==> config.mk <==
export PLATFORM = sky130hd
export DESIGN_NAME = srgbm_row
export DESIGN_NICKNAME = d
export VERILOG_FILES = /design/src/srgbm_pkg.sv /design/src/srgbm_row.sv
export SDC_FILE = /design/constraint.sdc
export NUM_CORES = 2
export LEC_CHECK = 0
export BUFFER_PORTS_ARGS = -buffer_cell sky130_fd_sc_hd__buf_4
export CAP_MARGIN = 20
export CORE_ASPECT_RATIO = 0.9
export CORE_MARGIN = 3
export CORE_UTILIZATION = 50
export CTS_CLUSTER_DIAMETER = 100
export DETAILED_ROUTE_END_ITERATION = 10
export GPL_ROUTABILITY_DRIVEN = 1
export MAX_ROUTING_LAYER = met4
export PLACE_DENSITY = 0.69
export SLEW_MARGIN = 20
export SYNTH_ARGS = -nofsm -noshare
export SYNTH_HDL_FRONTEND = slang
export SYNTH_SLANG_ARGS = --single-unit
==> constraint.sdc <==
create_clock -name clk -period 6.8 [get_ports clk]
set_clock_uncertainty 0.2 [all_clocks]
set_input_delay 0 -clock clk [delete_from_list [all_inputs] [get_ports clk]]
set_output_delay 0 -clock clk [all_outputs]
set_load 0.01 [all_outputs]
==> src/srgbm_pkg.sv <==
// Package of the sRGB decode block: widths, register indexes and the decoding curve.
package srgbm_pkg;

  localparam int CHAN_IN_W  = 8;
  localparam int CHAN_OUT_W = 16;
  localparam int LUT_DEPTH  = 256;
  localparam int COEF_W     = 20;
  localparam int COEFS_PER_ROW = 3;
  localparam int ROW_W      = COEF_W * COEFS_PER_ROW;
  localparam int CFG_IDX_W  = 2;
  localparam int PIPE_DEPTH = 5;

  localparam logic [CHAN_OUT_W-1:0] ALPHA_OPAQUE = 16'hFFFF;

  // Identity matrix with sixteen fraction bits.
  localparam logic [ROW_W-1:0] ROW_RED_RESET   = 60'h0000000_0001_0000;
  localparam logic [ROW_W-1:0] ROW_GREEN_RESET = 60'h0000010_0000_0000;
  localparam logic [ROW_W-1:0] ROW_BLUE_RESET  = 60'h1000000_0000_0000;

  typedef enum logic [CFG_IDX_W-1:0] {
    REG_ROW_RED   = 2'd0,
    REG_ROW_GREEN = 2'd1,
    REG_ROW_BLUE  = 2'd2
  } reg_index_t;

  // One word of the sRGB decoding curve with frac_bits fraction bits, worked
  // out at elaboration. The linear segment is exact integer rounding; the
  // power segment rounds half up, and its last code is exactly one.
  function automatic logic [31:0] lin_entry(input int code, input int frac_bits);
    real    base;
    real    lin;
    longint one;
    longint word;
    one = longint'(1) << frac_bits;
    if (code <= 10) begin
      word = (one * 10 * code + 16473) / 32946;
    end else begin
      base = (real'(code) + 14.025) / 269.025;
      lin  = base ** 2.4;
      word = longint'(lin * real'(one));
      if (word > one) begin
        word = one;
      end
    end
    return word[31:0];
  endfunction

endpackage

==> src/srgbm_row.sv <==
// One matrix row: three products, clamped sum, then scaling to 16 bits.
module srgbm_row #(
  parameter int LINEAR_FRAC_BITS = 20,
  parameter int COEFF_FRAC_BITS  = 16
) (
  input  logic                             clk,
  input  logic                             en,
  input  logic [srgbm_pkg::ROW_W-1:0]      row,
  input  logic [LINEAR_FRAC_BITS:0]        lin_red,
  input  logic [LINEAR_FRAC_BITS:0]        lin_green,
  input  logic [LINEAR_FRAC_BITS:0]        lin_blue,
  output logic [srgbm_pkg::CHAN_OUT_W-1:0] chan
);

  localparam int LinW   = LINEAR_FRAC_BITS + 1;
  localparam int MulW   = srgbm_pkg::COEF_W + LinW + 1;
  localparam int SumW   = MulW + 2;
  localparam int ShiftN = LINEAR_FRAC_BITS + COEFF_FRAC_BITS;
  localparam int ClampW = ShiftN + 1;
  localparam int ScaleW = ClampW + srgbm_pkg::CHAN_OUT_W;

  localparam logic signed [SumW-1:0] SumOne   = SumW'(1) << ShiftN;
  localparam logic [ClampW-1:0]      ClampOne = ClampW'(1) << ShiftN;
  localparam logic [ScaleW-1:0]      Half     = ScaleW'(1) << (ShiftN - 1);

  logic [LinW-1:0]          lin_k   [srgbm_pkg::COEFS_PER_ROW];
  logic signed [MulW-1:0]   prod_next [srgbm_pkg::COEFS_PER_ROW];
  logic signed [MulW-1:0]   prod    [srgbm_pkg::COEFS_PER_ROW];
  logic signed [SumW-1:0]   sum;
  logic [ClampW-1:0]        clamped_next;
  logic [ClampW-1:0]        clamped;
  logic [ScaleW-1:0]        scaled;

  assign lin_k[0] = lin_red;
  assign lin_k[1] = lin_green;
  assign lin_k[2] = lin_blue;

  for (genvar k = 0; k < srgbm_pkg::COEFS_PER_ROW; k++) begin : g_mul
    logic signed [srgbm_pkg::COEF_W-1:0] coef;
    logic signed [MulW-1:0]              coef_ext;
    logic signed [MulW-1:0]              lin_ext;
    assign coef      = $signed(row[k*srgbm_pkg::COEF_W +: srgbm_pkg::COEF_W]);
    assign coef_ext  = MulW'(coef);
    assign lin_ext   = $signed(MulW'(lin_k[k]));
    assign prod_next[k] = coef_ext * lin_ext;
  end

  // The full sum cannot overflow: two guard bits cover three products.
  assign sum = SumW'(prod[0]) + SumW'(prod[1]) + SumW'(prod[2]);

  always_comb begin
    if (sum < 0) begin
      clamped_next = '0;
    end else if (sum > SumOne) begin
      clamped_next = ClampOne;
    end else begin
      clamped_next = sum[ClampW-1:0];
    end
  end

  // Times 65535 as a shift and subtract, then round half up.
  assign scaled = (ScaleW'(clamped) << srgbm_pkg::CHAN_OUT_W) - ScaleW'(clamped) + Half;

  always_ff @(posedge clk) begin
    if (en) begin
      for (int k = 0; k < srgbm_pkg::COEFS_PER_ROW; k++) begin
        prod[k] <= prod_next[k];
      end
      clamped <= clamped_next;
      chan    <= scaled[ShiftN +: srgbm_pkg::CHAN_OUT_W];
    end
  end

endmodule

-- Word-level counts from Yosys, hierarchy flattened
Memories as Yosys holds them, arrays and structs flattened.
Index checks and enable logic that the tools add are counted.
- register bits: 53
- memory bits (writable): 126
- input bits: 125
- output and inout port bits: 16
- word-level logic and storage cells: 17
- memories kept: 1
- memories (name ; depth ; bits a word ; rd ports ; clocked after memory_dff ; wr ports ; RTL line ; RTL):
    prod ; 3 ; 42 ; 3 ; 0 ; 3 ; srgbm_row.sv:28 ; logic signed [MulW-1:0] prod [srgbm_pkg::COEFS_PER_ROW];
- $add $sub $neg: 4
- multiply operators: 3
- $lt $le $gt $ge: 2
- mux-type cells: 3
- reductions and logical operators: 1
- operator list (kind ; number):
    multiplier 20 x 22 -> 42 bit ; 3
    adder 52 x 36 -> 52 bit (second input constant) ; 1
    subtractor 52 x 37 -> 52 bit ; 1
    adder 43 x 42 -> 44 bit ; 1
    greater-than comparator 44 x 38 -> 1 bit (second input constant) ; 1
    less-than comparator 44 x 1 -> 1 bit (second input constant) ; 1
    adder 42 x 42 -> 43 bit ; 1
    two-way mux 37 bit ; 1
    two-way mux 1 bit ; 2
    OR reduction 2 bit ; 1

-- Logic depth before layout (Yosys ltp)
An unclocked memory read counts as a cell.
- word-level depth: 5
- gate-level depth with buffers: 28
- mapped depth without buffers: 27

-- Least setup slack after synthesis
Ideal clock, no wire load.
- kind: in2reg
- start point: in lin_red[10]
- end point: mem prod[0][39] (netlist name) (data pin)
- library setup time: 258 ps
- arrival: 6306 ps
- required time: 6342 ps
- setup slack: 36 ps
- cell stages on the path: 25
- path through: clkbuf_1 and2_1 fa_1 inv_1 fa_1 fa_1 inv_1 fa_1 inv_1 fa_1 fa_1 fa_1 inv_1 ha_1 and3_1 and2_1 a311o_1 a31oi_1 o22a_1 a221oi_1 a41o_1 nor2_1 o2111ai_1 a21o_1 xor2_1
- RTL lines (item ; RTL line ; RTL):
    start: declaration ; srgbm_row.sv:9 ; input logic [LINEAR_FRAC_BITS:0] lin_red,
    end: declaration ; srgbm_row.sv:28 ;

==> metrics.md <==
| Metric | Value |
|---|---|
| Most frequent cells after synthesis | inv_1, fa_1, and2_1, ha_1, nand2_1 |
| Post-route cell area | 57900 µm² |
| Global-route wire length before repair | between 200 and 250 mm |
| CP delay by family, top | adder cells |
| Slowest stage cell, crit path | dlygate4sd3_1 |
| Pins Over Slew Limit | 0 |
| Max Clk Rate | 0.153 GHz |
| Gr usage total | 0.250 |
| Initial antenna violation count | 1 |
| Clk slew on worst S/H paths | roughly 0.070 ns |
| Setup WS pre-CTS | -0.305 ns |
| Final Core Density | 0.548 |
| WL final | about 130 mm |
| Headroom to the max-slew limit | 0.304 |
| CTS tree | done |
| Final ANT Viol Nets | 0 |
| Final Hold Fails | 0 |
| Post-Syn Nets | 7457 |
| Final WS setup | around 0.27 ns |
| Initial core utilization | 0.505 |
| Ports | ~140 |
| Worst-Margin Slew | between 1 and 1.5 ns |
| Router iterations before antenna repair | 7 |
| Slowest stage delay, CP | about 0.55 ns |
| Placed Area | 57100 µm² |
| Largest family of logic cells by synthesized area | adder cells |
| Number of CTS-inserted buffers | 17 |
| Reg area | 5380 µm² |
| Cell Chain, Critical Path | dlygate4sd3_1 > buf_6 > nand2b_1 > fa_1 > fa_1 > inv_1 > fa_1 > fa_1 > fa_1 > fa_1 > inv_1 > fa_1 > inv_1 > ha_1 > nand2_1 > or4_1 > a2111o_1 > a31oi_2 > o21bai_1 > o2bb2ai_1 > o2111ai_1 > a21oi_1 > xnor2_1 |
| RSZ-0062 raised after global routing | false |
| Via-to-Cell Ratio | between 5 and 6 |
| Cells after synthesis | 5650 |
| Layout cells sized above 1 | 0.0846 |
| Simple-Gate Fraction of Synth Area | 0.164 |
| Worst hold endpoint | prod[0][85] |
| Setup TNS | 0 ns |
| Leading area contributor after synthesis | fa_1 |
| CP most frequent cell | fa_1 |
| Synth-to-Final Area Change | 8.43% |
| Asr flop ratio synth | 0 |
| Post-DP HPWL | between 100 and 150 mm |
| Area share of the leading cell type in the synthesized netlist | 0.397 |
| Synth cell types | 85 |
| Synth Flop Type | edfxtp_1 |
| WL/cell | 17.9 µm |
| Die Area | roughly 110000 µm² |
| Critical Path RT | a little under 7 ns |
| Startpoint types | primary input |
| FF-to-FF End | clamped[12] |
| Drt initial violations | 2681 |
| Multi-input logic area | 42400 µm² |
| MaxCap Viol Count | 0 |
| Fillcell total | between 9000 and 10000 |
| Buffers on Ports | 140 |
| Nets | roughly 7600 |
| Antenna cells | 0 |
| Reg2Reg Depth | 16 |
| Mux contribution to synthesized area | 0.000562 |
| Later-pin clock latency in the skew report | between 0.4 and 0.5 ns |
| GP Congestion | between 0.9 and 1 |
| Die height | between 300 and 400 µm |
| Number of global-route vias before repair | about 40000 |
| Number of synthesized flops with an enable pin | between 150 and 200 |
| CTS H-tree depth | 4 |
| #FFs+latches synth | about 180 |
| Hold crit path type | in2reg |
| Worst Path Max Fanout | 20 |
| Root Buffer | clkbuf_16 |
| Tmin final | around 6.5 ns |
| Crit. End Element | flip-flop |
| Synth Area in Compound Gates | 0.0596 |
| Worst EP arrival | 6.54 ns |
| Syn_area_per_cell | 9.45 µm² |
| Seq/Total Area, Yosys | 0.101 |
| Critical path type | in2reg |
| Synthesized cell area | roughly 53000 µm² |
| Hold Path Depth | 4 |
| Hold Path Origin | lin_blue[0] |
| Cell Rows | approximately 110 |
| Reg2reg start | prod[0][1] |
| Final setup vio count | 0 |
| Final period util | 0.961 |
| Largest net degree at the start of global routing | 94 |
| Synth area leaders | fa_1, ha_1, edfxtp_1, and2_1, inv_1 |
| CORE AREA | ~110000 µm² |
| Drt drc | 0 |
| FF-to-FF setup slack | 1.05 ns |
| Post-Synth Adder-Cell Area | 0.543 |
| Clock sink total | about 180 |
| Most frequent cell after synthesis | inv_1 |
| Synth Warn # | 0 |
| Worst Path Buf+Inv | 5 |
| Clk buf depth | 2 |
| Die width | between 300 and 400 µm |
| Post-synthesis xor/xnor area fraction | 0.0259 |
| Status | complete, no violations |
| Total gr overflow | 0 |
| Vias after detailed routing | between 30000 and 40000 |
-- worst max path at each step --
stage                      start           to  slack, ns  depth (start not counted)
floorplan            lin_red[10]  prod[0][39]       0.04                         25
global placement          row[3]  prod[0][41]      -0.19                         28
detailed placement        row[3]  prod[0][40]      -0.31                         26
CTS                 lin_green[0]  prod[0][82]       0.15                         23
global route              row[2]  prod[0][37]       0.02                         25
finish              lin_green[0]  prod[0][82]       0.27                         23
-- kinds of logic after synthesis --
| group | count (synthesis) |
|---|---|
| and+or+nand+nor | 1658 |
| DFF | 179 |
| muxes | 3 |
| xor gates and xnor gates | 158 |
| buffers and inverters | 1491 |
| AOI/OAI and AO/OA | 479 |
| adders and majority gates | 1682 |
-- area by class of cell --
class,count,share of cell area
multi-input cells,3980,0.733
flip-flops and latches,179,0.0928
inverters,1227,0.0795
repair buffers,408,0.0543
well taps,1380,0.0298
clock buffers,18,0.00741
clock inverters,13,0.00326
-- tightest hold or removal path: stages --
cell and delay (ns):
buf_4 0.14, buf_4 0.22, and2_1 0.15, ha_1 0.11
-- sequential cells by signal (all words and copies together), names as in the netlist --
register and count:
clamped 37, prod 126, chan 16
-- metrics by stage --
step / std cells / hold WS (ns)
4_1_cts: 7201 / 0.0618
5_1_grt: 7205 / 0.0882
3_5_place_dp: 7158 / 0.213
2_1_floorplan: 5650 / -0.0875
6_report: 7205 / 0.0844
3_3_place_gp: 7158 / 0.212
-- routing by layer --
layer | global-route usage | part of all wire | vias up
met4 | 0.0552 | 0.022 | 0
met2 | 0.395 | 0.47 | 1103
met1 | 0.349 | 0.45 | 19500
li1 | - | - | 17500
met5 | - | 0 | -
met3 | 0.0307 | 0.059 | 163
-- layout by cell type (no fill, tap or decap), types with 19 or more instances in the layout --
cell / instances
nor3_1: 32
a211oi_1: 23
o21bai_1: 21
nor2_1: 128
nor3_2: 19
fa_1: 1060
o21a_1: 35
nand2b_1: 34
a21o_1: 82
xnor2_1: 100
and3_1: 21
nand2_1: 560
and2_1: 737
edfxtp_1: 179
o21ai_0: 68
buf_4: 389
ha_1: 622
a21oi_1: 139
nand3_1: 30
inv_1: 1226
xor2_1: 58
-- timing repair --
action / in CTS / in global routing
setup buffers: 0 / 3
resized for setup: 0 / 18
hold buffers: 12 / 0
endpoints found under the hold margin: 98 / 0
setup endpoints to repair: 0 / 11
Power is not shown: default switching activity piles up to over one toggle a cycle in this logic, so the estimate is an artifact.
